[src/hw/rtl/lpc_pkg.sv]
// Shared types and constants for the lidar polar-to-cartesian block.
// Depends on nothing; every lpc_* module and the top level use it.
package lpc_pkg;

    // Configuration register indexes
    localparam int          CFG_IDX_W        = 3;
    localparam logic [2:0]  REG_RANGE_LOWER  = 3'd0;
    localparam logic [2:0]  REG_RANGE_UPPER  = 3'd1;
    localparam logic [2:0]  REG_START_ANGLE  = 3'd2;
    localparam logic [2:0]  REG_ANGLE_STEP   = 3'd3;
    localparam logic [2:0]  REG_POSE_X_POS   = 3'd4;
    localparam logic [2:0]  REG_POSE_Y_POS   = 3'd5;
    localparam logic [2:0]  REG_POSE_HEADING = 3'd6;

    // CORDIC datapath widths: x/y carry r*2^16 plus rotation growth, z the residual angle
    localparam int XW = 36;
    localparam int ZW = 33;

    // Inverse CORDIC gain, Q30
    localparam logic [29:0] GAIN_Q30 = 30'd652032874;

    // atan(2^-i) in binary-angle units (full turn = 2^32)
    localparam logic [31:0] ATAN_TABLE [32] = '{
        32'h2000_0000, 32'h12E4_051E, 32'h09FB_385B, 32'h0511_11D4,
        32'h028B_0D43, 32'h0145_D7E1, 32'h00A2_F61E, 32'h0051_7C55,
        32'h0028_BE53, 32'h0014_5F2F, 32'h000A_2F98, 32'h0005_17CC,
        32'h0002_8BE6, 32'h0001_45F3, 32'h0000_A2FA, 32'h0000_517D,
        32'h0000_28BE, 32'h0000_145F, 32'h0000_0A30, 32'h0000_0518,
        32'h0000_028C, 32'h0000_0146, 32'h0000_00A3, 32'h0000_0051,
        32'h0000_0029, 32'h0000_0014, 32'h0000_000A, 32'h0000_0005,
        32'h0000_0003, 32'h0000_0001, 32'h0000_0001, 32'h0000_0000
    };

    typedef struct packed {
        logic [15:0] range_sample;
        logic [11:0] beam_index;
    } sample_t;

    typedef struct packed {
        logic signed [31:0] point_x;
        logic signed [31:0] point_y;
        logic [11:0]        point_beam;
    } point_t;

    typedef struct packed {
        logic [15:0]        range_lower;
        logic [15:0]        range_upper;
        logic [31:0]        start_angle;
        logic [31:0]        angle_step;
        logic signed [31:0] pose_x_pos;
        logic signed [31:0] pose_y_pos;
        logic [31:0]        pose_heading;
    } cfg_t;

    // Vector handed from cell to cell
    typedef struct packed {
        logic signed [XW-1:0] x;
        logic signed [XW-1:0] y;
        logic signed [ZW-1:0] z;
        logic [11:0]          beam;
    } cord_t;

endpackage

[src/hw/rtl/lpc_cordic_cell.sv]
// One rotation-mode CORDIC micro-rotation with its pipeline register.
// Depends on lpc_pkg (vector type, atan table).
module lpc_cordic_cell #(
    parameter int IDX = 0
) (
    input  logic          clk,
    input  logic          rst_n,
    input  logic          up_valid,
    output logic          up_ready,
    input  lpc_pkg::cord_t up,
    output logic          dn_valid,
    input  logic          dn_ready,
    output lpc_pkg::cord_t dn
);

    localparam int XW = lpc_pkg::XW;
    localparam int ZW = lpc_pkg::ZW;

    logic           vld_reg;
    lpc_pkg::cord_t data_reg;
    lpc_pkg::cord_t data_next;
    logic signed [XW-1:0] sx;
    logic signed [XW-1:0] sy;
    logic signed [ZW-1:0] tval;

    // arithmetic shift = floor division by 2^IDX
    assign sx   = $signed(up.x) >>> IDX;
    assign sy   = $signed(up.y) >>> IDX;
    assign tval = $signed({{(ZW-32){1'b0}}, lpc_pkg::ATAN_TABLE[IDX]});

    always_comb
    begin
        data_next.beam = up.beam;
        if (!up.z[ZW-1])
        begin
            data_next.x = up.x - sy;
            data_next.y = up.y + sx;
            data_next.z = up.z - tval;
        end
        else
        begin
            data_next.x = up.x + sy;
            data_next.y = up.y - sx;
            data_next.z = up.z + tval;
        end
    end

    assign up_ready = !vld_reg || dn_ready;

    always_ff @(posedge clk or negedge rst_n)
    begin
        if (!rst_n)
        begin
            vld_reg <= 1'b0;
        end
        else if (up_ready)
        begin
            vld_reg <= up_valid;
        end
    end

    always_ff @(posedge clk)
    begin
        if (up_ready && up_valid)
        begin
            data_reg <= data_next;
        end
    end

    assign dn_valid = vld_reg;
    assign dn       = data_reg;

endmodule

[config.mk]
export PLATFORM = sky130hd
export DESIGN_NAME = lpc_cordic_cell
export DESIGN_NICKNAME = d
export VERILOG_FILES = /design/src/hw/rtl/lpc_pkg.sv /design/src/hw/rtl/lpc_cordic_cell.sv
export SDC_FILE = /design/constraint.sdc
export NUM_CORES = 1
export LEC_CHECK = 0
export ABC_AREA = 1
export BUFFER_PORTS_ARGS = -buffer_cell sky130_fd_sc_hd__buf_4
export CAP_MARGIN = 20
export CORE_UTILIZATION = 53
export CTS_BUF_LIST = sky130_fd_sc_hd__clkbuf_2
export CTS_CLUSTER_SIZE = 28
export DETAILED_ROUTE_END_ITERATION = 8
export PLACE_DENSITY = 0.77
export SLEW_MARGIN = 20
export SYNTH_ARGS = -nofsm -noshare
export SYNTH_HDL_FRONTEND = slang
export SYNTH_SLANG_ARGS = --single-unit
[constraint.sdc]
create_clock -name clk -period 6.2 [get_ports clk]
set_clock_uncertainty 0.15 [all_clocks]
set_input_delay 1.55 -clock clk [delete_from_list [all_inputs] [get_ports clk]]
set_output_delay 1.55 -clock clk [all_outputs]
set_load 0.005 [all_outputs]
Word level (Yosys, flattened, before mapping)
Cells that the tools add are included.
{ "totals": {"output_inout_bits": 119, "inputBits": 121, "wordCells": 14, "regBits": 118} }
{ "classes": {"reduce_logical": 3, "n_addsub": 5, "n_mux": 1} }
{ "ops": {"columns": ["op", "count"], "rows": [
  ["$mux 105", 1],
  ["$sub 36x36->36", 2],
  ["$add 36x36->36", 1],
  ["$add 33x31->33 const B", 1],
  ["$sub 33x31->33 const B", 1],
  ["$logic_and 1x1->1", 1],
  ["$logic_not 1->1", 1],
  ["$logic_or 1x1->1", 1]
]} }

Longest topological paths before layout
{ "logic_depth": {"depth_word": 3, "ltp_mapped": 18, "depth_no_buf": 17} }

Worst setup path before layout
Ideal clock, no wire load.
{ "synth_timing": {"path_kind": "in2reg", "from": "in up_valid", "to": "reg data_reg, in the netlist dn[0] (enable)", "setup_slack_ns": -1.761, "n_path_buf": 0, "stages": 2, "required_time_ns": 5.421, "setup_time_ns": 0.629, "arrival_time_ns": 7.182, "cell_sequence": "inv_1 > a21oi_1"} }
{ "synth_via": {"elab_chain_cells": 1} }
{ "synth_lines": {"columns": ["item", "line", "source"], "rows": [
  ["from (decl)", "lpc_cordic_cell.sv:8", "input logic up_valid,"],
  ["$logic_and 1x1->1", "lpc_cordic_cell.sv:64", "if (up_ready && up_valid)"],
  ["to (signal assigned)", "lpc_cordic_cell.sv:66", "data_reg <= data_next;"],
  ["to (decl)", "lpc_cordic_cell.sv:20", "lpc_pkg::cord_t data_reg;"]
]} }
Every way passes these cells.
A chain may end at the register's enable or synchronous reset.

Worst setup path in the final report
{ "layout_timing": {"from": "in dn_ready", "to": "out up_ready"} }
{ "layout_via": {"elab_chain_cells": 1} }
{ "layout_lines": {"columns": ["item", "line", "source"], "rows": [
  ["from (decl)", "lpc_cordic_cell.sv:12", "input logic dn_ready,"],
  ["$logic_or 1x1->1", "lpc_cordic_cell.sv:48", "assign up_ready = !vld_reg || dn_ready;"],
  ["to (decl)", "lpc_cordic_cell.sv:9", "output logic up_ready,"]
]} }
Every way passes these cells.

==> results.yml <==
timing:
  timing.final.max_slew_violations: 0
  setup_ws_post_layout_ns: 2.510
  min_period_ns: 3.690
  relSlewSlack_pct: 43.70
  worstMarginPinSlew_ns: 0.8445
  grt_setup_unrepaired: "no"
  finalHoldViolCount: 0
  fmax_ghz: 0.2710
  timing.final.crit_share_pct: 59.52
  report.final.setup_viol: 0
  fin_setup_tns_ns: 0
critical_path:
  required_ns: 4.50
  worst-path-max-fanout: 2
  timing.critical_path.arrival_ns: 1.99
  critPathKind: "in2out"
  reg_to_reg_slack_setup_ns: 4.29
  worstSetupStartpointType: "input port"
  timing.critical_path.to_type: "primary output"
global_route:
  grt_remaining_overflow: 0
  number_of_antenna_violations_at_the_first_check_in_global_routing: 1
  grt_pass1_wl_um: 60780
  global_route_usage_sum_pct: 35.56
  grt_pass1_vias: 11440
  grt_max_degree: 89
synth:
  yosysUniqueCellTypes: 44
  syn_inst: 1728
  ys_warn_count: 0
  synth-edff-count: 116
  netlist_area_mm2: 0.01179
  syn_nets: 1960
  synth_top_cells_by_count: "515 x sky130_fd_sc_hd__nand2_1, 278 x sky130_fd_sc_hd__inv_1, 157 x sky130_fd_sc_hd__nand3_1"
  postSynth.asyncResetShare_pct: 0.8547
  synth_top_flop_cell: "sky130_fd_sc_hd__edfxtp_1"
  synth.top_cells.by_area: "sky130_fd_sc_hd__edfxtp_1 30%, sky130_fd_sc_hd__nand2_1 16%, sky130_fd_sc_hd__ha_1 11%, sky130_fd_sc_hd__inv_1 8.8%, sky130_fd_sc_hd__nand3_1 6.7%"
  yosys.cell_count.top_type: "sky130_fd_sc_hd__nand2_1"
  postSynthAreaPerCell_um2: 6.824
  synth.yosys.seq_area_share_pct: 29.75
  number_of_storage_elements_in_the_synthesis_netlist: 117
  portion_of_synthesized_cell_area_occupied_by_the_leading_cell_type_pct: 29.54
  yosysTopAreaCell: "sky130_fd_sc_hd__edfxtp_1"
drt:
  wl_um: 40630
  num_vias: 12470
  antenna_left: 0
  detail_route.first_pass.iterations: 6
  drt_iter0_drc: 1175
  detail_route.wl_per_cell_um: 18.18
  detail_route.vias_per_cell: 5.580
  residual_drc: 0
finish:
  post-route-util_pct: 63.49
  final_layout_size_suffix_gt1_share_pct: 17.91
  final_area_mm2: 0.01386
  nFillCells: 2078
  finish.net_count: 2173
  area.growth.synth_to_final_pct: 17.50
floorplanning:
  horizontal_die_dimension_um: 151.2
  placement_rows: 54
  die_area_mm2: 0.02285
  core_region_area_mm2: 0.02182
  fp.dieH_um: 151.2
  pin_count: 240
  initial_standard_cell_utilization_of_the_core_pct: 54.04
outcome:
  status: "completed"
clocking:
  ctsLongestPathBuffers: 2
  clock_sink_count: 117
  cts_repair_resize_count: 0
  clock_insertion_delay_worst_skew_ns: 0.75
  htree_levels: 4
  cts_root_buffer: "sky130_fd_sc_hd__clkbuf_2"
  number_of_buffers_inserted_during_clock_tree_synthesis: 17
  clock_tree_from_tritoncts: "built"
  cts_hold_buf: 0
  cts_setup_buffers: 0
  worst_setup_hold_path_clk_slew_ns: 0.24
placed_design:
  gpl.final_weighted_congestion: 1.003
  standard_cell_area_after_detailed_placement_mm2: 0.01359
  io_buffers: 239
  place_hpwl_um: 33270
  post-place-ws_ns: 2.135
pwr:
  power_density_over_cell_area_mw_per_mm2: 187.2
  peakVddDrop_mv: 0.1135
  leak_pwr_nw: 7.153
  totalPowerFinal_mw: 2.593
worst_hold_path:
  hold_path_class: "in2async"
run:
  max_cap_violations: 0
## placed cells by master (no fill, tap or decap), types with 3 or more instances in the layout
| master | count |
|---|---|
| sky130_fd_sc_hd__inv_1 | 277 |
| sky130_fd_sc_hd__nand4_1 | 9 |
| sky130_fd_sc_hd__o21ai_2 | 4 |
| sky130_fd_sc_hd__inv_6 | 4 |
| sky130_fd_sc_hd__ha_1 | 107 |
| sky130_fd_sc_hd__o21ai_0 | 75 |
| sky130_fd_sc_hd__nand2_1 | 515 |
| sky130_fd_sc_hd__nand3_2 | 3 |
| sky130_fd_sc_hd__a21o_1 | 4 |
| sky130_fd_sc_hd__edfxtp_1 | 116 |
| sky130_fd_sc_hd__o21ai_1 | 12 |
| sky130_fd_sc_hd__a31oi_1 | 3 |
| sky130_fd_sc_hd__nor2_4 | 3 |
| sky130_fd_sc_hd__o22ai_1 | 5 |
| sky130_fd_sc_hd__o21bai_1 | 14 |
| sky130_fd_sc_hd__xor2_1 | 32 |
| sky130_fd_sc_hd__nor3_1 | 7 |
| sky130_fd_sc_hd__a21oi_1 | 120 |
| sky130_fd_sc_hd__fa_1 | 4 |
| sky130_fd_sc_hd__inv_2 | 6 |
| sky130_fd_sc_hd__nand2_2 | 25 |
| sky130_fd_sc_hd__clkinv_4 | 4 |
| sky130_fd_sc_hd__a21oi_2 | 5 |
| sky130_fd_sc_hd__nor3_2 | 3 |
| sky130_fd_sc_hd__clkbuf_2 | 17 |
| sky130_fd_sc_hd__nand3_1 | 157 |
| sky130_fd_sc_hd__buf_4 | 240 |
| sky130_fd_sc_hd__nor2_2 | 21 |
| sky130_fd_sc_hd__nor2_1 | 132 |
| sky130_fd_sc_hd__and2_1 | 3 |
## final timing paths
kind	startpoint	end	cells past startpoint
max in group asynchronous	rst_n	dn_valid$_DFFE_PN0N_	1
setup reg to reg	dn_valid$_DFFE_PN0N_	dn[84]$_DFFE_PP_	2
hold / removal	rst_n	dn_valid$_DFFE_PN0N_	1
min in group clk	dn_valid$_DFFE_PN0N_	dn_valid$_DFFE_PN0N_	2
hold reg to reg	dn_valid$_DFFE_PN0N_	dn_valid$_DFFE_PN0N_	2
setup / recovery	dn_ready	up_ready	4
## metrics by stage
step / cells / hold WS (ns)
after CTS: 2233 / 0.3595
after floorplan: 1728 / 0.4007
after global placement: 2201 / 0.4280
after detailed placement: 2201 / 0.4687
after global routing: 2235 / 0.3510
final: 2235 / 0.3703
## state kept, by name, indices dropped and copies added (netlist names)
name	count
dn	116
dn_valid	1
## critical path, cell delays in order
cell                      delay (ns)
sky130_fd_sc_hd__buf_4          0.11
sky130_fd_sc_hd__inv_1          0.11
sky130_fd_sc_hd__nand2_1        0.08
sky130_fd_sc_hd__buf_4          0.14
## area by class of cell
class / instances / area (µm²) / share of cell area [%]
multi-input cells: 1279 / 6848 / 49.42
flip-flops and latches: 117 / 3508 / 25.32
repair buffers: 242 / 1849 / 13.35
inverters: 284 / 1066 / 7.694
well taps: 280 / 350.3 / 2.528
clock inverters: 15 / 146.4 / 1.057
clock buffers: 17 / 85.08 / 0.6141
diodes: 1 / 2.502 / 0.01806
## report_power, final
part	switching, mW	internal [mW]	total, mW	leakage, nW
combinational	0.680	0.373	1.05	5.90
clock	0.397	0.157	0.554	0.137
sequential	0.0239	0.963	0.987	1.12
total	1.10	1.49	2.59	7.15
## cell families after synthesis
| group | Yosys count | synth area share, % |
|---|---|---|
| compound gates | 248 | 11.42 |
| buf+inv | 332 | 12.28 |
| simple gates | 888 | 32.15 |
| xor+xnor | 32 | 2.377 |
| fa+ha+maj | 111 | 12.03 |
| flops | 117 | 29.75 |
## metal layers
metal / vias to the layer above / routed length [µm] / global-route usage [%]
li1: 5947 / - / -
met1: 5702 / 17070 / 49.66
met2: 745 / 17820 / 56.31
met3: 77 / 4798 / 6.175
met4: 0 / 941 / 9.800
met5: - / 0 / 0
No activity file was read; power rests on OpenSTA's default activity.
