--- src/hw/rtl/lpc_pkg.sv ---
// Shared types and constants for the lidar polar-to-cartesian block.
// Depends on nothing; every lpc_* module and the top level use it.
package lpc_pkg;

    // Configuration register indexes
    localparam int          CFG_IDX_W        = 3;
    localparam logic [2:0]  REG_RANGE_LOWER  = 3'd0;
    localparam logic [2:0]  REG_RANGE_UPPER  = 3'd1;
    localparam logic [2:0]  REG_START_ANGLE  = 3'd2;
    localparam logic [2:0]  REG_ANGLE_STEP   = 3'd3;
    localparam logic [2:0]  REG_POSE_X_POS   = 3'd4;
    localparam logic [2:0]  REG_POSE_Y_POS   = 3'd5;
    localparam logic [2:0]  REG_POSE_HEADING = 3'd6;

    // CORDIC datapath widths: x/y carry r*2^16 plus rotation growth, z the residual angle
    localparam int XW = 36;
    localparam int ZW = 33;

    // Inverse CORDIC gain, Q30
    localparam logic [29:0] GAIN_Q30 = 30'd652032874;

    // atan(2^-i) in binary-angle units (full turn = 2^32)
    localparam logic [31:0] ATAN_TABLE [32] = '{
        32'h2000_0000, 32'h12E4_051E, 32'h09FB_385B, 32'h0511_11D4,
        32'h028B_0D43, 32'h0145_D7E1, 32'h00A2_F61E, 32'h0051_7C55,
        32'h0028_BE53, 32'h0014_5F2F, 32'h000A_2F98, 32'h0005_17CC,
        32'h0002_8BE6, 32'h0001_45F3, 32'h0000_A2FA, 32'h0000_517D,
        32'h0000_28BE, 32'h0000_145F, 32'h0000_0A30, 32'h0000_0518,
        32'h0000_028C, 32'h0000_0146, 32'h0000_00A3, 32'h0000_0051,
        32'h0000_0029, 32'h0000_0014, 32'h0000_000A, 32'h0000_0005,
        32'h0000_0003, 32'h0000_0001, 32'h0000_0001, 32'h0000_0000
    };

    typedef struct packed {
        logic [15:0] range_sample;
        logic [11:0] beam_index;
    } sample_t;

    typedef struct packed {
        logic signed [31:0] point_x;
        logic signed [31:0] point_y;
        logic [11:0]        point_beam;
    } point_t;

    typedef struct packed {
        logic [15:0]        range_lower;
        logic [15:0]        range_upper;
        logic [31:0]        start_angle;
        logic [31:0]        angle_step;
        logic signed [31:0] pose_x_pos;
        logic signed [31:0] pose_y_pos;
        logic [31:0]        pose_heading;
    } cfg_t;

    // Vector handed from cell to cell
    typedef struct packed {
        logic signed [XW-1:0] x;
        logic signed [XW-1:0] y;
        logic signed [ZW-1:0] z;
        logic [11:0]          beam;
    } cord_t;

endpackage

--- src/hw/rtl/lpc_front.sv ---
// Front end: beam/range filter, beam angle, half-turn reduction, start vector.
// Depends on lpc_pkg. Three pipeline stages with bubble collapsing.
module lpc_front #(
    parameter int DECIMATION = 3,
    parameter int MAX_BEAMS  = 4096
) (
    input  logic            clk,
    input  logic            rst_n,
    input  lpc_pkg::cfg_t    cfg,
    input  logic            sample_valid,
    output logic            sample_ready,
    input  lpc_pkg::sample_t sample,
    output logic            cord_valid,
    input  logic            cord_ready,
    output lpc_pkg::cord_t   cord
);

    // beam / DECIMATION by reciprocal: exact for 12-bit beams when K >= 12 + log2(16)
    localparam int          K   = 17;
    localparam int          MUL = ((2 ** K) + DECIMATION - 1) / DECIMATION;
    localparam int          XW  = lpc_pkg::XW;
    localparam int          ZW  = lpc_pkg::ZW;

    // stage A: filter on range and index, quotient estimate
    logic        a_vld_reg;
    logic [15:0] a_range_reg;
    logic [11:0] a_beam_reg;
    logic [11:0] a_quot_reg;
    logic        a_ready;
    logic        a_keep;
    logic [29:0] a_prod;

    // stage B: decimation check, index * step
    logic        b_vld_reg;
    logic [15:0] b_range_reg;
    logic [11:0] b_beam_reg;
    logic [31:0] b_step_reg;
    logic        b_ready;
    logic        b_keep;
    logic [16:0] b_back;
    logic [43:0] b_prod;

    // stage C: angle sum, reduction, start vector
    logic           c_vld_reg;
    lpc_pkg::cord_t c_reg;
    lpc_pkg::cord_t c_next;
    logic           c_ready;
    logic [31:0]    c_ang;
    logic           c_wrap;
    logic [31:0]    c_zang;
    logic [45:0]    c_gprod;
    logic signed [XW-1:0] c_x0;

    assign a_keep = (sample.range_sample >= cfg.range_lower)
                 && (sample.range_sample <= cfg.range_upper)
                 && (17'(sample.beam_index) < 17'(MAX_BEAMS));
    assign a_prod = 30'(sample.beam_index) * 30'(MUL);
    assign a_ready = !a_vld_reg || b_ready;
    assign sample_ready = a_ready;

    always_ff @(posedge clk or negedge rst_n)
    begin
        if (!rst_n)
        begin
            a_vld_reg <= 1'b0;
        end
        else if (a_ready)
        begin
            a_vld_reg <= sample_valid && a_keep;
        end
    end

    always_ff @(posedge clk)
    begin
        if (a_ready && sample_valid)
        begin
            a_range_reg <= sample.range_sample;
            a_beam_reg  <= sample.beam_index;
            a_quot_reg  <= a_prod[K+11:K];
        end
    end

    assign b_back  = 17'(a_quot_reg) * 17'(DECIMATION);
    assign b_keep  = (b_back == 17'(a_beam_reg));
    assign b_prod  = 44'(a_beam_reg) * 44'(cfg.angle_step);
    assign b_ready = !b_vld_reg || c_ready;

    always_ff @(posedge clk or negedge rst_n)
    begin
        if (!rst_n)
        begin
            b_vld_reg <= 1'b0;
        end
        else if (b_ready)
        begin
            b_vld_reg <= a_vld_reg && b_keep;
        end
    end

    always_ff @(posedge clk)
    begin
        if (b_ready && a_vld_reg)
        begin
            b_range_reg <= a_range_reg;
            b_beam_reg  <= a_beam_reg;
            b_step_reg  <= b_prod[31:0];
        end
    end

    // angle outside [-quarter, +quarter] turn: negate vector, rotate by half a turn
    assign c_ang   = cfg.start_angle + b_step_reg + cfg.pose_heading;
    assign c_wrap  = ($signed(c_ang) > 32'sh4000_0000) || ($signed(c_ang) < -32'sh4000_0000);
    assign c_zang  = c_wrap ? (c_ang ^ 32'h8000_0000) : c_ang;
    assign c_gprod = 46'(b_range_reg) * 46'(lpc_pkg::GAIN_Q30) + 46'd8192;
    assign c_x0    = $signed({{(XW-32){1'b0}}, c_gprod[45:14]});

    always_comb
    begin
        c_next.x    = c_wrap ? -c_x0 : c_x0;
        c_next.y    = '0;
        c_next.z    = $signed({{(ZW-32){c_zang[31]}}, c_zang});
        c_next.beam = b_beam_reg;
    end

    assign c_ready = !c_vld_reg || cord_ready;

    always_ff @(posedge clk or negedge rst_n)
    begin
        if (!rst_n)
        begin
            c_vld_reg <= 1'b0;
        end
        else if (c_ready)
        begin
            c_vld_reg <= b_vld_reg;
        end
    end

    always_ff @(posedge clk)
    begin
        if (c_ready && b_vld_reg)
        begin
            c_reg <= c_next;
        end
    end

    assign cord_valid = c_vld_reg;
    assign cord       = c_reg;

endmodule

--- config.mk ---
export PLATFORM = sky130hd
export DESIGN_NAME = lpc_front
export DESIGN_NICKNAME = d
export VERILOG_FILES = /design/src/hw/rtl/lpc_pkg.sv /design/src/hw/rtl/lpc_front.sv
export SDC_FILE = /design/constraint.sdc
export NUM_CORES = 2
export LEC_CHECK = 0
export ABC_CLOCK_PERIOD_IN_PS = 9200
export BUFFER_PORTS_ARGS = -buffer_cell sky130_fd_sc_hd__clkbuf_2
export CELL_PAD_IN_SITES_DETAIL_PLACEMENT = 0
export CELL_PAD_IN_SITES_GLOBAL_PLACEMENT = 1
export CORE_MARGIN = 4
export CORE_UTILIZATION = 44
export CTS_CLUSTER_DIAMETER = 50
export DETAILED_ROUTE_END_ITERATION = 12
export HOLD_SLACK_MARGIN = 0.1
export PLACE_DENSITY_LB_ADDON = 0.1
export REMOVE_ABC_BUFFERS = 1
export SLEW_MARGIN = 20
export SYNTH_ARGS = -nofsm -noshare
export SYNTH_HDL_FRONTEND = slang
export SYNTH_SLANG_ARGS = --single-unit
--- constraint.sdc ---
create_clock -name clk -period 9.2 [get_ports clk]
set_clock_uncertainty 0.15 [all_clocks]
set_input_delay 1.84 -clock clk [delete_from_list [all_inputs] [get_ports clk]]
set_output_delay 1.84 -clock clk [all_outputs]
set_load 0.01 [all_outputs]
-- Yosys cells after proc, flatten, opt, wreduce, memory -nomap -nowiden
Cells that the tools add are included.
- input bits: 224
- bits in registers: 182
- output and inout port bits: 119
- $mul: 4
- reduce and logical (&&, ||, !) cells: 13
- $add $sub $neg: 4
- bitwise logic cells: 1
- multiplexer cells: 2
- equality and inequality tests: 1
- order comparisons: 4
- operators with widths (operator ; number):
    $add A32 B32 Y32 ; 2
    $mux W32 ; 2
    $add A46 B14 Y46 const B ; 1
    $mul A16 B29 Y45 const B ; 1
    $neg A32 Y36 ; 1
    $gt A32 B32 Y1 const B ; 1
    $lt A32 B31 Y1 const B ; 1
    $mul A12 B32 Y32 ; 1
    $mul A12 B16 Y28 const B ; 1
    $ge A16 B16 Y1 ; 1
    $le A16 B16 Y1 ; 1
    $eq A13 B12 Y1 ; 1
    $mul A11 B2 Y13 const B ; 1
    $logic_and A1 B1 Y1 ; 6
    $logic_or A1 B1 Y1 ; 4
    $logic_not A1 Y1 ; 3
    $not A1 Y1 ; 1

-- Logic depth before layout (Yosys ltp)
- depth in word-level cells: 5
- mapped depth: 30
- depth with buffers taken out: 29

-- Worst setup path after synthesis
Ideal clock, no wire load.
- path kind: reg2reg
- from: register b_range_reg[13]
- to: register c_reg (netlist bit cord[110]), data pin
- setup time: 0.261 ns
- cell stages (with the launch flop): 27
- required time: 8.789 ns
- clock period less this slack: 8.609 ns
- path slack: 0.591 ns
- arrival: 8.199 ns
- cell sequence: edfxtp_1 -> ha_1 -> clkbuf_1 -> xor2_1 -> ha_1 -> a21o_1 -> fa_1 -> fa_1 -> fa_1 -> inv_1 -> fa_1 -> inv_1 -> ha_1 -> a21oi_2 -> o21bai_2 -> a21o_1 -> a221oi_1 -> o211ai_1 -> or4_4 -> or4_1 -> or4_1 -> a211o_1 -> o31a_1 -> or3_4 -> or2_4 -> o31ai_4 -> xnor2_1
- RTL lines (element ; RTL line ; text):
    from (decl) ; lpc_front.sv:35 ; logic [15:0] b_range_reg;
    from (signal assigned) ; lpc_front.sv:104 ; b_range_reg <= a_range_reg;
    to (signal assigned) ; lpc_front.sv:143 ; c_reg <= c_next;
    to (decl) ; lpc_front.sv:45 ; lpc_pkg::cord_t c_reg;

==> flow_summary.ini <==
[timing]
max_slew_margin = 0.355
setup_viol = 0
period_needed_ps = 8930
finalCritPeriodShare = 0.971
tns_ps = 0
hold_viol_final = 0
fmax_mhz = 112
drv_slew = 0
worst_pin_slew_ps = 956
setup_slack_ps = 268

[synth]
synthTopCellsByArea = fa_1 (31%), edfxtp_1 (17%), ha_1 (15%)
synth_top_family_by_area = adder cells
synth_cell_types = 87
synth_mux_area_frac = 0.00166
synth.top_cell.area_share = 0.314
synthAdderAreaFrac = 0.461
yosys.area.top_type = fa_1
synthCells = 3112
synth_edf_count = 179
async_flop_share = 0.0165
synth_area_sq_um = 30800
synth_compound_area_frac = 0.0929
synth_xor_xnor_area_share = 0.0554
seq_area_frac_synth = 0.177
ys_ff_latch = 182
synth.most_common_cell = inv_1
postSynthAreaPerCell_sq_um = 9.90
synth-simple-area-share = 0.119
yosys-top-cells-count = inv_1 (600), fa_1 (484), ha_1 (361), nand2_1 (305), edfxtp_1 (179)
yosysWarnings = 0
synthFlopType = edfxtp_1

[floorplanning]
ios = 343
die_y_microns = 273
num_rows = 96
die-area_sq_um = 74300
start_util = 0.447
core_area_sq_um = 68900
die-width_microns = 273

[detailed_routing]
drcViolationCount = 0
viasPerCell = 5.08
drt_iter0_markers = 1176
first_pass_iters = 5
wl_microns = 78200
drtAntennaViolNets = 0
post_drt_wl_per_cell_microns = 17.9
vias = 22171

[placement]
portBuffers = 242
pre_cts_slack_ps = 153
finalWeightedCongestion = 0.939
hpwlAfterDp_microns = 66400
dpl_cell_area_sq_um = 33700

[grt]
antenna_found_initial = 2
overflow = 0
grt_pass1_vias = 24016
grt_pass1_wl_microns = 128000
grt_start_max_net_pins = 63
track_usage = 0.218

[clock_network]
path_clk_slew_ps = 80
numCtsBuffers = 17
cts_buffer_depth = 2
cts.sinks = 182
cts_root_buffer = clkbuf_16
htree_levels = 4
cts_tree = built
insertion_delay_ps = 500
ctsHoldBuffers = 0

[worst_setup_path]
max_stage_delay_ps = 590
critPathTopFamily = adder cells
crit_fanout = 5
end_kind = register
crit_path_start_kind = register
crit_path_top_delay_cell = fa_1
worst-setup-path-type = reg2reg
cp_data_required_time_ps = 9290
path_buf_inv = 5
arrival_ps = 9020
crit_top_cell = fa_1

[cells_and_area]
fill_cells = 6623
finish.utilization = 0.498
drive_gt1_frac = 0.137
largest_reg_flops = 80
syn_to_final_growth_pct = 11.5
nets = 4490
fin_area_sq_um = 34400

[hold_path]
hold_class = reg2reg

[job]
cap_violations = 0

[power_and_ir_drop]
irDropWorstVdd_uv = 321
p_leak_nw = 16.7
power_density_nw_per_um2 = 357
fin_total_pwr_mw = 12.3

[status]
outcome = complete, no violations
cell usage in the layout (no fill, tap or decap), types with 6 or more instances in the layout:
master | netlist | final
or4_1 | 8 | 8
and2_1 | 107 | 104
o21bai_1 | 7 | 7
a31oi_1 | 17 | 17
xor2_1 | 56 | 55
a211oi_1 | 17 | 16
o21ai_0 | 71 | 70
nand3_1 | 36 | 36
or3_1 | 15 | 15
nor3_1 | 39 | 39
clkbuf_2 | 0 | 242
conb_1 | 1 | 36
a21oi_1 | 101 | 99
edfxtp_1 | 179 | 179
nor2b_1 | 23 | 23
buf_4 | 40 | 132
nor4_1 | 9 | 9
nor2_1 | 90 | 90
nand4_1 | 25 | 25
and3_1 | 17 | 17
clkbuf_16 | 0 | 17
nand2b_1 | 23 | 23
fa_1 | 484 | 483
o31ai_1 | 16 | 15
xnor2_1 | 139 | 138
a21boi_0 | 6 | 6
o21a_1 | 24 | 24
ha_1 | 361 | 356
or2_2 | 16 | 16
a21o_1 | 68 | 68
inv_1 | 600 | 600
nand2_1 | 305 | 305
o211ai_1 | 12 | 12
timing repair:
| item | 4_1_cts | 5_1_grt |
|---|---|---|
| setup buffers | 0 | 6 |
| gates resized for setup | 0 | 14 |
| endpoints found under the setup margin | 0 | 10 |
| hold endpoints to repair | 0 | 0 |
report_power, final:
part           internal [mW]  total [mW]  switching (mW)
combinational           4.42        9.84            5.43
clock                  0.363       0.771           0.408
sequential              1.57        1.64          0.0723
total                   6.35        12.3            5.91
metrics by stage:
stage / cells / hold slack [ps]
final: 4367 / 264
after global routing: 4365 / 271
after CTS: 4359 / 268
after detailed placement: 4327 / 256
after global placement: 4327 / 250
after floorplan: 3028 / 250
cell type report:
cell class                 instances  area [sq um]  share of cell area
inverter                         601          2260              0.0657
clock inverter                    15           164             0.00477
tap                              931          1160              0.0339
multi-input combinational       2245         22700               0.660
antenna                            2          5.00            0.000146
clock buffer                      17           425              0.0124
sequential                       182          5450               0.159
timing repair buffer             374          2200              0.0641
per-layer routing:
| metal | GRT usage | routed length (microns) | vias up |
|---|---|---|---|
| met1 | 0.297 | 35300 | 11071 |
| met4 | 0.0464 | 1160 | 2 |
| met3 | 0.0380 | 3570 | 65 |
| li1 | - | - | 10657 |
| met2 | 0.369 | 38200 | 376 |
| met5 | 0 | 13 | - |
path summary, 6_finish.rpt:
check	slack (ps)	from	cells after the start	to
worst max-delay path	270	b_range_reg[5]	26	cord[110]
worst min-delay path	260	b_beam_reg[7]	0	cord[7]
worst max register to register	270	b_range_reg[5]	26	cord[110]
worst min register to register	260	b_beam_reg[7]	0	cord[7]
max in group asynchronous	7790	rst_n	1	cord_valid
min in group asynchronous	970	rst_n	1	b_vld_reg
logic make-up after synthesis:
family                   count (synthesis)
AO/OA/AOI/OAI                          422
adder cells (fa/ha/maj)                845
buffers and inverters                  720
flip-flops                             182
AND/OR/NAND/NOR                        742
other                                    1
multiplexers                             5
XOR/XNOR                               195
Power figures use the tool's default switching activity.
