`src/hw/rtl/lpc_pkg.sv`:
```
// Shared types and constants for the lidar polar-to-cartesian block.
// Depends on nothing; every lpc_* module and the top level use it.
package lpc_pkg;

    // Configuration register indexes
    localparam int          CFG_IDX_W        = 3;
    localparam logic [2:0]  REG_RANGE_LOWER  = 3'd0;
    localparam logic [2:0]  REG_RANGE_UPPER  = 3'd1;
    localparam logic [2:0]  REG_START_ANGLE  = 3'd2;
    localparam logic [2:0]  REG_ANGLE_STEP   = 3'd3;
    localparam logic [2:0]  REG_POSE_X_POS   = 3'd4;
    localparam logic [2:0]  REG_POSE_Y_POS   = 3'd5;
    localparam logic [2:0]  REG_POSE_HEADING = 3'd6;

    // CORDIC datapath widths: x/y carry r*2^16 plus rotation growth, z the residual angle
    localparam int XW = 36;
    localparam int ZW = 33;

    // Inverse CORDIC gain, Q30
    localparam logic [29:0] GAIN_Q30 = 30'd652032874;

    // atan(2^-i) in binary-angle units (full turn = 2^32)
    localparam logic [31:0] ATAN_TABLE [32] = '{
        32'h2000_0000, 32'h12E4_051E, 32'h09FB_385B, 32'h0511_11D4,
        32'h028B_0D43, 32'h0145_D7E1, 32'h00A2_F61E, 32'h0051_7C55,
        32'h0028_BE53, 32'h0014_5F2F, 32'h000A_2F98, 32'h0005_17CC,
        32'h0002_8BE6, 32'h0001_45F3, 32'h0000_A2FA, 32'h0000_517D,
        32'h0000_28BE, 32'h0000_145F, 32'h0000_0A30, 32'h0000_0518,
        32'h0000_028C, 32'h0000_0146, 32'h0000_00A3, 32'h0000_0051,
        32'h0000_0029, 32'h0000_0014, 32'h0000_000A, 32'h0000_0005,
        32'h0000_0003, 32'h0000_0001, 32'h0000_0001, 32'h0000_0000
    };

    typedef struct packed {
        logic [15:0] range_sample;
        logic [11:0] beam_index;
    } sample_t;

    typedef struct packed {
        logic signed [31:0] point_x;
        logic signed [31:0] point_y;
        logic [11:0]        point_beam;
    } point_t;

    typedef struct packed {
        logic [15:0]        range_lower;
        logic [15:0]        range_upper;
        logic [31:0]        start_angle;
        logic [31:0]        angle_step;
        logic signed [31:0] pose_x_pos;
        logic signed [31:0] pose_y_pos;
        logic [31:0]        pose_heading;
    } cfg_t;

    // Vector handed from cell to cell
    typedef struct packed {
        logic signed [XW-1:0] x;
        logic signed [XW-1:0] y;
        logic signed [ZW-1:0] z;
        logic [11:0]          beam;
    } cord_t;

endpackage

```
`src/hw/rtl/lpc_back.sv`:
```
// Back end: round the rotated vector to 1/1024 m, add the pose, saturate.
// Depends on lpc_pkg. Holds the output register of the block.
module lpc_back (
    input  logic           clk,
    input  logic           rst_n,
    input  lpc_pkg::cfg_t   cfg,
    input  logic           up_valid,
    output logic           up_ready,
    input  lpc_pkg::cord_t  up,
    output logic           point_valid,
    input  logic           point_ready,
    output lpc_pkg::point_t point
);

    localparam int XW = lpc_pkg::XW;
    localparam int DW = XW - 16;

    logic            vld_reg;
    lpc_pkg::point_t pt_reg;
    lpc_pkg::point_t pt_next;
    logic signed [XW-1:0] xr;
    logic signed [XW-1:0] yr;
    logic signed [33:0]   sum_x;
    logic signed [33:0]   sum_y;

    function automatic logic [31:0] sat32(input logic signed [33:0] v);
        logic [31:0] res;
        if ((v[33:31] == 3'b000) || (v[33:31] == 3'b111))
        begin
            res = v[31:0];
        end
        else if (v[33])
        begin
            res = 32'h8000_0000;
        end
        else
        begin
            res = 32'h7FFF_FFFF;
        end
        return res;
    endfunction

    // round half up, then floor shift by 16
    assign xr = up.x + $signed(XW'(32768));
    assign yr = up.y + $signed(XW'(32768));

    assign sum_x = $signed({{2{cfg.pose_x_pos[31]}}, cfg.pose_x_pos})
                 + $signed({{(34-DW){xr[XW-1]}}, xr[XW-1:16]});
    assign sum_y = $signed({{2{cfg.pose_y_pos[31]}}, cfg.pose_y_pos})
                 + $signed({{(34-DW){yr[XW-1]}}, yr[XW-1:16]});

    always_comb
    begin
        pt_next.point_x    = sat32(sum_x);
        pt_next.point_y    = sat32(sum_y);
        pt_next.point_beam = up.beam;
    end

    assign up_ready = !vld_reg || point_ready;

    always_ff @(posedge clk or negedge rst_n)
    begin
        if (!rst_n)
        begin
            vld_reg <= 1'b0;
        end
        else if (up_ready)
        begin
            vld_reg <= up_valid;
        end
    end

    always_ff @(posedge clk)
    begin
        if (up_ready && up_valid)
        begin
            pt_reg <= pt_next;
        end
    end

    assign point_valid = vld_reg;
    assign point       = pt_reg;

endmodule
```
`config.mk`:
```
export PLATFORM = sky130hd
export DESIGN_NAME = lpc_back
export DESIGN_NICKNAME = d
export VERILOG_FILES = /design/src/hw/rtl/lpc_pkg.sv /design/src/hw/rtl/lpc_back.sv
export SDC_FILE = /design/constraint.sdc
export NUM_CORES = 1
export LEC_CHECK = 0
export BUFFER_PORTS_ARGS = -buffer_cell sky130_fd_sc_hd__buf_2
export CAP_MARGIN = 20
export CELL_PAD_IN_SITES_DETAIL_PLACEMENT = 1
export CELL_PAD_IN_SITES_GLOBAL_PLACEMENT = 2
export CORE_ASPECT_RATIO = 0.6
export CORE_UTILIZATION = 25
export DETAILED_ROUTE_END_ITERATION = 6
export HOLD_SLACK_MARGIN = 0.08
export PLACE_DENSITY = 0.78
export SLEW_MARGIN = 10
export SYNTH_ARGS = -nofsm -noshare
export SYNTH_HDL_FRONTEND = slang
export SYNTH_SLANG_ARGS = --single-unit
```
`constraint.sdc`:
```
create_clock -name clk -period 3.32 [get_ports clk]
set_clock_uncertainty 0.05 [all_clocks]
set_input_delay 0.83 -clock clk [delete_from_list [all_inputs] [get_ports clk]]
set_output_delay 0.83 -clock clk [all_outputs]
set_load 0.02 [all_outputs]
```
After elaboration in Yosys (flattened, before gate mapping)
Index checks and enable logic that the tools add are counted.
{"block": "totals", "reg_bits": 77, "out_inout_bits": 78, "wordCells": 21, "input_bits": 313}
{"block": "classes", "mux": 4, "n_eq_ne": 2, "reduce_logical": 7, "addsub": 4}
{"cell": "$mux 32", "n": 4}
{"cell": "$add 36x17->36 const B", "n": 2}
{"cell": "$add 32x20->33", "n": 2}
{"cell": "$eq 3x3->1 const B", "n": 2}
{"cell": "$logic_not 3->1", "n": 2}
{"cell": "$logic_or 1x1->1", "n": 3}
{"cell": "$logic_and 1x1->1", "n": 1}
{"cell": "$logic_not 1->1", "n": 1}

Depth between registers and ports, before layout
Gate-level depths: netlist of the first run.
{"block": "logic_depth", "depth_word": 5, "ltp_mapped": 20}

Least setup slack after synthesis of the first run
No wires, ideal clock.
{"block": "synth_path", "path_type": "input-to-reg", "from": "in up[60] (netlist bit)", "to": "reg pt_reg, in the netlist point[37], data pin", "arrival_ps": 4606, "setup_ps": 270, "path_slack_ps": -1606, "required_time_ps": 3000, "path_buffers": 3, "stages": 19, "cell_sequence": "ha_1 > nand2_1 > nor2_1 > and3_1 > inv_1 > nor2_1 > nand3_1 > xnor2_1 > ha_1 > and3_1 > clkbuf_1 > a31o_2 > nor2b_1 > a211o_1 > xnor2_1 > nand2_1 > buf_2 > buf_2 > o21ai_0"}
{"item": "start, declared", "line": "lpc_back.sv:9", "rtl": "input lpc_pkg::cord_t up,"}
{"item": "end signal, assigned", "line": "lpc_back.sv:77", "rtl": "pt_reg <= pt_next;"}
{"item": "end, declared", "line": "lpc_back.sv:19", "rtl": "lpc_pkg::point_t pt_reg;"}

==> qor.csv, run 1 <==
stage;metric;value;unit
worst_setup_path;worstSetupPathType;input pin to flop;
worst_setup_path;cp_max_fo;5;
clock_network;numCtsBuffers;9;
clock_network;path_clk_slew;0.07;ns
sta;tns;-47.70;ns
pwr;leakage;5.76;nW
pwr;finalPower;5.10;mW
placed_design;routabilityCongestion;0.926;
pwr;p_seq_share;25.6;%
global_route;antenna_found_initial;4;
clock_network;clkSinkCount;77;
worst_setup_path;cp-start-kind;input pin;
cells_and_area;area_growth;77.6;%
run_status;violations;negative setup slack;
job;maxCapViolCount;0;
worst_setup_path;cp.required;3.37;ns
synth;synth.area.mux_share;0.613;%
synth;synth_top_cell_area_share;31.1;%
run_status;outcome;complete, but fails checks;
clock_network;hold_buffers;0;
synth;ys.warnings.count;0;
worst_setup_path;crit_arrival;4.19;ns
sta;worstMarginPinSlew;0.813;ns
placed_design;hpwl;25500;um
pwr;p_comb_share;51.6;%
sta;slew_headroom;45.3;%
clock_network;cts.path.max_buffers;2;
global_route;grt_first_pass_wirelength;49400;um
sta;fin_crit_sh;125;%
global_route;overflow;0;
cells_and_area;final_cell_mix;buf_4 (305), buf_2 (192), edfxtp_1 (76);
floorplan;io_pins;391;
synth;ys_seq_area_share;31.4;%
cells_and_area;finalCoreUtilization;45.2;%
sta;grt_setup_unrepaired;yes;
sta;postLayoutSetupSlackWorst;-0.815;ns
synth;synth_cell_type_count;72;
synth;ys_ff_latch;77;
synth;synthXorXnorAreaFrac;11.2;%
clock_network;cts_tree;yes;
pwr;swShare;37.4;%
pwr;switching_power;1.91;mW
pwr;clockPowerShare;22.8;%
synth;synth-simple-area-share;16.1;%
clock_network;cts-root-buf;clkbuf_16;
synth;async_flop_share;1.30;%
sta;setup_viol;64;
sta;hold_viol_final;0;
drt;route.detailed.drc;0;
floorplan;die_x;223;um
drt;drt-initial-drc-count;492;
clock_network;clock_latency;0.35;ns
clock_network;h-tree-depth;3;
drt;viasPerCell;4.98;
synth;synthCells;817;
global_route;grt_pass1_vias;8801;
global_route;grt_max_degree;35;
synth;synthAdderAreaFrac;12.9;%
floorplan;initial_core_util;25.5;%
pwr;max-vdd-ir-drop;0.000191;V
worst_setup_path;r2r_slack;1.63;ns
sta;min_period;4.13;ns
sta;slew_viol_final;0;
sta;fmax;242;MHz
drt;drt_wl_total;32700;um
synth;synth_area;7340;um^2
synth;synth_top_area_cell;edfxtp_1;
min_path;holdCritPathClass;input pin to async pin;
cells_and_area;fin_area;13000;um^2
cells_and_area;nNetsFinal;1721;
worst_setup_path;crit_path_end_kind;flop;
drt;vias;8564;
placed_design;port_buffers;199;
synth;synth_top_family_by_area;compound AO/OA/AOI/OAI gates;
cells_and_area;drive_gt1_share;55.8;%
pwr;power.density;391;nW/um^2
synth;syn_area_per_cell;8.99;um^2
cells_and_area;final_common_cell;buf_4;
sta;hold_slack;0.185;ns
floorplan;placementRows;48;
synth;synth-compound-area-share;24.6;%
synth;synthTopCellsByArea;edfxtp_1 (31%), ha_1 (12%), xnor2_1 (6.9%);
drt;first_pass_iters;5;
placed_design;placed_cell_area;11200;um^2
floorplan;die_area;30100;um^2
global_route;track_usage;21.1;%
drt;post_drt_wl_per_cell;19.0;um
pwr;p_int;3.19;mW
synth;syn_nets;1200;
synth;ys.flop_type;edfxtp_1;
floorplan;core;28800;um^2
synth;synth-edff-count;76;
floorplan;die_h;135;um
drt;postRouteAntennaNets;0;
cells_and_area;fillers;3319;
[area by class of cell]
| type | instances | area [um^2] | share of cell area (%) |
|---|---|---|---|
| flip-flops and latches | 77 | 2310 | 17.7 |
| well taps | 375 | 469 | 3.60 |
| repair buffers | 540 | 3920 | 30.1 |
| inverters | 22 | 82.6 | 0.633 |
| diodes | 3 | 7.51 | 0.0576 |
| multi-input cells | 688 | 5920 | 45.4 |
| clock inverters | 7 | 106 | 0.815 |
| clock buffers | 9 | 225 | 1.73 |
[Yosys cell counts (all sizes together) (5+ instances only)]
master	number
nor2	49
o21bai	8
and3	21
or3	5
o211ai	6
o21a	10
edfxtp	76
o31ai	7
nand4	10
a31oi	10
buf	9
ha	68
xor2	33
xnor2	59
nand2	74
inv	22
nand2b	6
o21ai	73
maj3	6
a2111oi	5
clkbuf	21
nand3	33
and2	9
a21oi	88
a21o	28
nor3	14
a211oi	12
[worst paths after layout]
check                                         from                      end  cells after the start
setup / recovery                            up[61]      point[18]$_DFFE_PP_                     20
hold reg to reg            point_valid$_DFFE_PN0N_  point_valid$_DFFE_PN0N_                      2
setup reg to reg           point_valid$_DFFE_PN0N_      point[17]$_DFFE_PP_                      3
hold / removal                               rst_n  point_valid$_DFFE_PN0N_                      1
max in group asynchronous                    rst_n  point_valid$_DFFE_PN0N_                      1
min in group clk           point_valid$_DFFE_PN0N_  point_valid$_DFFE_PN0N_                      2
[registers in the layout, indices dropped and copies added (netlist names)]
name	count
point	76
point_valid	1
[worst max-delay path, stage by stage]
cell      delay, ns
buf_8          0.08
ha_4           0.14
nand2_2        0.06
nor2_4         0.09
and3_4         0.19
inv_2          0.04
nor2_4         0.16
nand3_4        0.12
xnor2_4        0.32
buf_12         0.18
buf_6          0.10
ha_4           0.18
and2_4         0.16
a211oi_2       0.22
o21ai_1        0.12
a21o_1         0.21
a211o_4        0.33
xnor2_4        0.18
buf_4          0.14
maj3_1         0.32
[per-layer routing]
layer / share of wire (%) / global-route usage (%)
met1: 51 / 32.3
met3: 4.7 / 2.92
met4: 2.0 / 5.44
met5: 0.040 / 0
met2: 42 / 30.6
[cell families (layout without fill, tap and decap cells)]
logic type | count (synthesis) | after routing
compound gates | 276 | 276
mux | 4 | 4
other cells | 0 | 3
fa+ha+maj | 76 | 76
xor+xnor | 92 | 92
simple gates | 240 | 240
flops | 77 | 77
buf+inv | 52 | 578
[what timing repair did]
item	CTS	global route
gates resized for setup	146	71
pin swaps	42	48
buffers inserted	32	14
gates cloned	5	1
setup endpoints to repair	64	64
[through the flow]
stage,setup WS [ns],instances
after floorplan,-0.969,817
after global placement,-1.41,1652
after detailed placement,-1.46,1652
after CTS,-0.771,1704
after global routing,-0.947,1720
final,-0.815,1721
[power groups by stage]
stage	Sequential (mW)	Combinational, mW	Clock, mW
final	1.30	2.63	1.16
after detailed placement	1.33	2.15	0
after global routing	1.31	2.81	1.22
after floorplan	1.47	1.04	0
after global placement	1.33	2.09	0
after CTS	1.31	2.45	1.19
Note: power is estimated with default switching activity, not from simulation.
==> run 2, diff against run 1 <==
--- a/config.mk
+++ b/config.mk
@@ -5,15 +5,16 @@
 export SDC_FILE = /design/constraint.sdc
 export NUM_CORES = 1
 export LEC_CHECK = 0
+export ABC_AREA = 1
 export BUFFER_PORTS_ARGS = -buffer_cell sky130_fd_sc_hd__buf_2
 export CAP_MARGIN = 20
 export CELL_PAD_IN_SITES_DETAIL_PLACEMENT = 1
 export CELL_PAD_IN_SITES_GLOBAL_PLACEMENT = 2
 export CORE_ASPECT_RATIO = 0.6
-export CORE_UTILIZATION = 25
+export CORE_UTILIZATION = 24
 export DETAILED_ROUTE_END_ITERATION = 6
 export HOLD_SLACK_MARGIN = 0.08
-export PLACE_DENSITY = 0.78
+export PLACE_DENSITY = 0.79
 export SLEW_MARGIN = 10
 export SYNTH_ARGS = -nofsm -noshare
 export SYNTH_HDL_FRONTEND = slang
==> qor.csv, run 2 <==
stage;metric;value;unit;change
run_status;outcome;complete, but fails checks;;
run_status;violations;negative setup slack;;
worst_setup_path;reg2reg_to;point[47]$_DFFE_PP_;;
worst_setup_path;crit_arrival;4.20;ns;about the same
synth;syn_nets;1610;;+34%
sta;tns;-42.67;ns;+5.02 ns
cells_and_area;largest_register_ffs;76;;unchanged
cells_and_area;multi_input_area;6760;um^2;+14%
synth;async_flop_share;1.30;%;unchanged
cells_and_area;nNetsFinal;2203;;+28%
sta;fmax;247;MHz;+2.3%
sta;min_period;4.04;ns;-0.0939 ns
worst_setup_path;crit_path_end_kind;flop;;
synth;synthTopCellsByArea;edfxtp_1 (28%), nand2_1 (22%), ha_1 (10%);;
worst_setup_path;cp_num_cells;27;;+35%
placed_design;hpwl;30400;um;+19%
placed_design;placed_cells;2179;;+32%
worst_setup_path;ff2ff_path_depth;2;;-1
sta;fin_crit_sh;122;%;-2.8 points
synth;synth.most_common_cell;nand2_1;;
synth;syn_area_per_cell;6.74;um^2;-25%
drt;drt-initial-drc-count;475;;-3.5%
synth;ys_ff_latch;77;;unchanged
clock_network;numCtsBuffers;9;;unchanged
worst_setup_path;cp-start-kind;input pin;;
floorplan;io_pins;391;;unchanged
cells_and_area;area_growth;81.2;%;
floorplan;initial_core_util;24.4;%;-1.0 points
floorplan;die_x;242;um;+8.2%
drt;met1_length;20500;um;+23%
clock_network;clkSinkCount;77;;unchanged
cells_and_area;final_common_cell;buf_4;;
worst_setup_path;worstSetupPathType;input pin to flop;;
sta;hold_viol_final;0;;unchanged
global_route;antenna_found_initial;2;;-2
worst_setup_path;crit_path_top_delay_cell;ha_1;;
worst_setup_path;critical_path.top_delay_family;simple AND/OR/NAND/NOR gates;;
drt;post_drt_wl_per_cell;17.3;um;-8.8%
placed_design;port_buffers;199;;unchanged
sta;slew_viol_final;0;;unchanged
worst_setup_path;slowest_delay;0.30;ns;-0.03 ns
synth;ys.warnings.count;0;;unchanged
synth;synth_top_cell_area_share;27.6;%;-3.5 points
clock_network;h-tree-depth;3;;unchanged
synth;ys.flop_type;edfxtp_1;;
sta;postLayoutSetupSlackWorst;-0.721;ns;+0.0939 ns
drt;top_layer;met4;;
worst_setup_path;path_buf_inv;7;;+2
pwr;leakage;7.70;nW;+34%
placed_design;post-place-ws;-1.50;ns;-0.0406 ns
cells_and_area;fin_area;15000;um^2;+15%
sta;grt_setup_unrepaired;yes;;
worst_setup_path;cp.required;3.48;ns;+0.11 ns
worst_setup_path;r2r_slack;1.89;ns;+0.26 ns
clock_network;cts.path.max_buffers;2;;unchanged
synth;yosys-top-cells-count;nand2_1 (482), inv_1 (167), nor2_1 (111), edfxtp_1 (76), a21oi_1 (70);;
synth;ys_seq_area_share;27.9;%;-3.5 points
synth;synth_area;8270;um^2;+13%
floorplan;core;33800;um^2;+17%
cells_and_area;fillers;4245;;+28%
floorplan;placementRows;52;;+8.3%
global_route;track_usage;21.7;%;+0.55 points
cells_and_area;final_cell_mix;buf_4 (349), nand2_1 (343), buf_2 (195);;
clock_network;cts-root-buf;clkbuf_16;;
global_route;grt_pass1_vias;10600;;+21%
drt;met3WireLength;1520;um;-1.9%
job;maxCapViolCount;0;;unchanged
pwr;power.density;361;nW/um^2;-7.6%
global_route;grt_max_degree;77;;+120%
cells_and_area;register_area;2310;um^2;unchanged
sta;worstMarginPinSlew;0.459;ns;-0.354 ns
sta;slew_headroom;69.4;%;+24 points
clock_network;clock_latency;0.33;ns;-0.02 ns
floorplan;die_area;35200;um^2;+17%
drt;viasPerCell;4.44;;-11%
drt;postRouteAntennaNets;0;;unchanged
worst_setup_path;crit_path_frequent_cell;nand2_1;;
global_route;overflow;0;;unchanged
drt;wl_met2;16700;um;+22%
drt;route.detailed.drc;0;;unchanged
drt;vias;10200;;+19%
min_path;holdCritPathClass;input pin to async pin;;
sta;setup_viol;64;;unchanged
worst_setup_path;rr_startpoint;point_valid$_DFFE_PN0N_;;
global_route;grt_first_pass_wirelength;59200;um;+20%
cells_and_area;fin_cells;2286;;+33%
worst_setup_path;cp_max_fo;5;;unchanged
floorplan;die_h;146;um;+8.2%
synth;synth_cell_type_count;36;;-50%
synth;synth_top_area_cell;edfxtp_1;;
cells_and_area;drive_gt1_share;50.7;%;-5.1 points
drt;drt_wl_total;39600;um;+21%
placed_design;routabilityCongestion;0.862;;-7.0%
synth;synthCells;1227;;+50%
drt;first_pass_iters;5;;unchanged
placed_design;placed_cell_area;12400;um^2;+11%
pwr;max-vdd-ir-drop;0.000227;V;+19%
synth;synth-edff-count;76;;unchanged
clock_network;cts_tree;yes;;
clock_network;path_clk_slew;0.06;ns;about the same
[run 2: cell types whose count changed after synthesis, sizes merged, moves of 13 or more]
cell	previous run	this run
nand2	74	505
o21ai	73	32
a21oi	88	72
and3	21	1
clkbuf	21	0
xor2	33	48
nand3	33	46
inv	22	173
a21o	28	0
nor2	49	121
xnor2	59	16
nand3b	2	17
[run 2: area by class of cell]
cell class	instances	area share, %
multi-input combinational	972	45.1
timing repair inverter	1	0.0751
sequential	77	15.4
antenna	2	0.0334
tap	459	3.83
inverter	173	4.43
timing repair buffer	586	29.0
clock inverter	6	0.643
clock buffer	10	1.53
[run 2: timing repair]
item | in CTS | in global routing
cloned | 13 | 3
resized for setup | 178 | 151
pin swaps | 49 | 94
endpoints found under the setup margin | 64 | 64
hold buffers | 0 | 0
setup buffers | 60 | 19
[run 2: power breakdown]
group	internal, mW	total, mW	switching, mW
Sequential	1.26	1.31	0.0446
Combinational	1.35	3.01	1.66
Clock	0.667	1.09	0.426
Total	3.28	5.41	2.13
[run 2: cell families after synthesis]
family	Yosys count	synth area share (%)
adders and majority gates	70	10.8
xor gates and xnor gates	64	6.78
and+or+nand+nor	711	36.7
DFF	77	27.9
AOI/OAI and AO/OA	122	8.68
buffers and inverters	183	9.21
[run 2: worst max path at each step]
| stage | from | endpoint |
|---|---|---|
| 2_1_floorplan | up[96] | point[65]$_DFFE_PP_ |
| 3_3_place_gp | up[96] | point[46]$_DFFE_PP_ |
| 3_5_place_dp | up[96] | point[46]$_DFFE_PP_ |
| 4_1_cts | up[96] | point[60]$_DFFE_PP_ |
| 5_1_grt | up[63] | point[23]$_DFFE_PP_ |
| 6_report | up[63] | point[23]$_DFFE_PP_ |
[run 2: worst reg2reg max path, cell delays in order, from the launching register on]
cell and delay [ns]:
dfrtp_1 0.42, a21oi_4 0.18, buf_12 0.36
[run 2: metal layers]
metal / track usage, % / vias to the layer above
met5: 0 / -
li1: - / 5102
met4: 5.63 / 0
met1: 32.6 / 4784
met3: 3.15 / 47
met2: 31.9 / 228
[run 2: metrics by stage]
stage / power, mW / utilization [%] / hold slack (ns)
3_5_place_dp: 3.62 / 36.6 / 0.540
2_1_floorplan: 2.54 / - / 0.484
4_1_cts: 5.16 / 41.9 / 0.190
5_1_grt: 5.70 / 44.3 / 0.192
6_report: 5.41 / 44.3 / 0.207
3_3_place_gp: 3.55 / 36.6 / 0.501
==> run 3, diff against run 2 <==
--- a/config.mk
+++ b/config.mk
@@ -6,15 +6,15 @@
 export NUM_CORES = 1
 export LEC_CHECK = 0
 export ABC_AREA = 1
-export BUFFER_PORTS_ARGS = -buffer_cell sky130_fd_sc_hd__buf_2
 export CAP_MARGIN = 20
 export CELL_PAD_IN_SITES_DETAIL_PLACEMENT = 1
 export CELL_PAD_IN_SITES_GLOBAL_PLACEMENT = 2
 export CORE_ASPECT_RATIO = 0.6
-export CORE_UTILIZATION = 24
+export CORE_UTILIZATION = 33
 export DETAILED_ROUTE_END_ITERATION = 6
+export DONT_BUFFER_PORTS = 1
 export HOLD_SLACK_MARGIN = 0.08
-export PLACE_DENSITY = 0.79
+export PLACE_DENSITY = 0.78
 export SLEW_MARGIN = 10
 export SYNTH_ARGS = -nofsm -noshare
 export SYNTH_HDL_FRONTEND = slang
==> qor.csv, run 3 (synthesis gave the netlist of run 2 again) <==
stage;metric;value;unit;change
run_status;outcome;complete, but fails checks;;
run_status;violations;design-rule violations, negative setup slack;;
global_route;grt_first_pass_wirelength;50600;um;-15%
worst_setup_path;r2r_slack;1.49;ns;-0.40 ns
drt;drt-initial-drc-count;401;;-16%
pwr;switching_power;1.87;mW;-12%
drt;postRouteAntennaNets;0;;unchanged
global_route;track_usage;25.7;%;+4.0 points
floorplan;die_h;125;um;-15%
worst_setup_path;reg2reg_to;point[65]$_DFFE_PP_;;
sta;hold_viol_final;0;;unchanged
clock_network;cts-root-buf;clkbuf_16;;
clock_network;h-tree-depth;3;;unchanged
drt;viasPerCell;4.83;;+8.8%
clock_network;hold_buffers;0;;unchanged
worst_setup_path;path_buf_inv;3;;-4
cells_and_area;nNetsFinal;1928;;-12%
worst_setup_path;cp-start-kind;input pin;;
placed_design;port_buffers;0;;-100%
drt;drt_wl_total;34000;um;-14%
cells_and_area;largest_register_ffs;76;;unchanged
cells_and_area;antenna_cells;0;;-2
worst_setup_path;critical_path.top_delay_family;simple AND/OR/NAND/NOR gates;;
clock_network;path_clk_slew;0.06;ns;about the same
cells_and_area;fin_area;12800;um^2;-15%
global_route;overflow;0;;unchanged
drt;vias;9051;;-11%
clock_network;numCtsBuffers;9;;unchanged
worst_setup_path;worstSetupPathType;input pin to flop;;
worst_setup_path;crit_path_end_kind;flop;;
worst_setup_path;slowest_delay;0.28;ns;-0.02 ns
cells_and_area;final_cell_mix;nand2_1 (372), buf_4 (287), inv_1 (157);;
sta;postLayoutSetupSlackWorst;-0.525;ns;+0.196 ns
worst_setup_path;cp.required;3.36;ns;-0.12 ns
placed_design;routabilityCongestion;0.903;;+4.8%
pwr;clockPowerShare;21.0;%;+0.8 points
clock_network;cts.path.max_buffers;2;;unchanged
cells_and_area;drive_gt1_share;40.1;%;-11 points
global_route;antenna_found_initial;0;;-2
clock_network;clkSinkCount;77;;unchanged
clock_network;clock_latency;0.34;ns;about the same
sta;fmax;260;MHz;+5.1%
sta;setup_viol;64;;unchanged
pwr;p_comb_share;47.7;%;-7.9 points
pwr;power.density;375;nW/um^2;+4.0%
floorplan;core;24400;um^2;-28%
worst_setup_path;ff2ff_path_depth;2;;unchanged
floorplan;die_x;206;um;-15%
pwr;finalPower;4.80;mW;-11%
sta;min_period;3.84;ns;-0.196 ns
pwr;max-vdd-ir-drop;0.000268;V;+18%
sta;grt_setup_unrepaired;yes;;
drt;post_drt_wl_per_cell;18.2;um;+4.9%
drt;route.detailed.drc;18;;+18
sta;fin_crit_sh;116;%;-5.9 points
worst_setup_path;rr_startpoint;point_valid$_DFFE_PN0N_;;
sta;hold_slack;0.131;ns;-0.0752 ns
worst_setup_path;crit_path_top_delay_cell;ha_4;;
worst_setup_path;crit_path_frequent_cell;nand2_2;;
cells_and_area;area_growth;54.6;%;
sta;worstMarginPinSlew;0.804;ns;+0.345 ns
drt;first_pass_iters;6;;+1
pwr;leakage;6.39;nW;-17%
pwr;swShare;38.9;%;-0.43 points
global_route;grt_max_degree;59;;-23%
pwr;p_seq_share;31.4;%;+7.2 points
pwr;p_int;2.93;mW;-11%
min_path;holdCritPathClass;input pin to async pin;;
floorplan;die_area;25700;um^2;-27%
worst_setup_path;crit_arrival;3.89;ns;-0.31 ns
placed_design;hpwl;27200;um;-10%
sta;slew_viol_final;0;;unchanged
clock_network;cts_tree;yes;;
floorplan;placementRows;44;;-15%
floorplan;io_pins;391;;unchanged
worst_setup_path;cp_max_fo;11;;+6
cells_and_area;fin_cells;1872;;-18%
floorplan;initial_core_util;33.9;%;+9.5 points
cells_and_area;final_common_cell;nand2_1;;
sta;slew_headroom;46.4;%;-23 points
job;maxCapViolCount;0;;unchanged
placed_design;placed_cell_area;10900;um^2;-12%
placed_design;placed_cells;1800;;-17%
global_route;grt_pass1_vias;9321;;-12%
## run 3: metrics by stage
stage / util, % / setup slack, ns / TNS [ns]
finish: 52.4 / -0.525 / -28.69
global route: 52.4 / -0.760 / -40.33
CTS: 50.0 / -0.586 / -27.95
detailed placement: 44.7 / -1.22 / -72.73
global placement: 44.7 / -1.03 / -62.79
floorplan: - / -0.688 / -36.99
## run 3: timing repair
action                                  CTS  global route
buffers inserted                         36            14
gates resized for setup                 132           123
gates cloned                              6             2
endpoints found under the setup margin   64            64
pin swaps                                54            39
## run 3: worst max-delay path by stage
stage	from	to	slack, ns	cells past startpoint
global placement	up[96]	point[65]$_DFFE_PP_	-1.03	21
detailed placement	up[96]	point[45]$_DFFE_PP_	-1.22	21
floorplan	up[96]	point[65]$_DFFE_PP_	-0.69	19
CTS	up[60]	point[33]$_DFFE_PP_	-0.59	24
global route	up[60]	point[28]$_DFFE_PP_	-0.76	26
finish	up[60]	point[12]$_DFFE_PP_	-0.52	26
## run 3: final cells by class
class	count	area [um^2]
fill	3037	11600
multi-input combinational	968	6450
timing repair buffer	315	2650
sequential	77	2310
inverter	173	663
tap	322	403
clock buffer	10	229
clock inverter	6	71.3
timing repair inverter	1	11.3
## run 3: worst reg2reg max path: cells and delay by family (launching register included)
family	cells	cell delay (ns)
compound gates	1	0.21
flops	1	0.52
buf+inv	1	0.66
## run 3: layer usage
metal / vias to the layer above / share of wire, % / track usage (%)
met5: - / 0 / 0
met2: 160 / 42 / 37.6
li1: 4543 / - / -
met3: 22 / 5.5 / 6.23
met4: 0 / 0.80 / 3.07
met1: 4326 / 52 / 38.7
## run 3: power by group through the flow
| stage | sequential (mW) | clock (mW) | combinational, mW |
|---|---|---|---|
| 2_1_floorplan | 1.47 | 0 | 1.07 |
| 3_3_place_gp | 1.53 | 0 | 1.78 |
| 3_5_place_dp | 1.53 | 0 | 1.84 |
| 4_1_cts | 1.51 | 1.03 | 2.09 |
| 5_1_grt | 1.52 | 1.07 | 2.49 |
| 6_report | 1.51 | 1.01 | 2.29 |
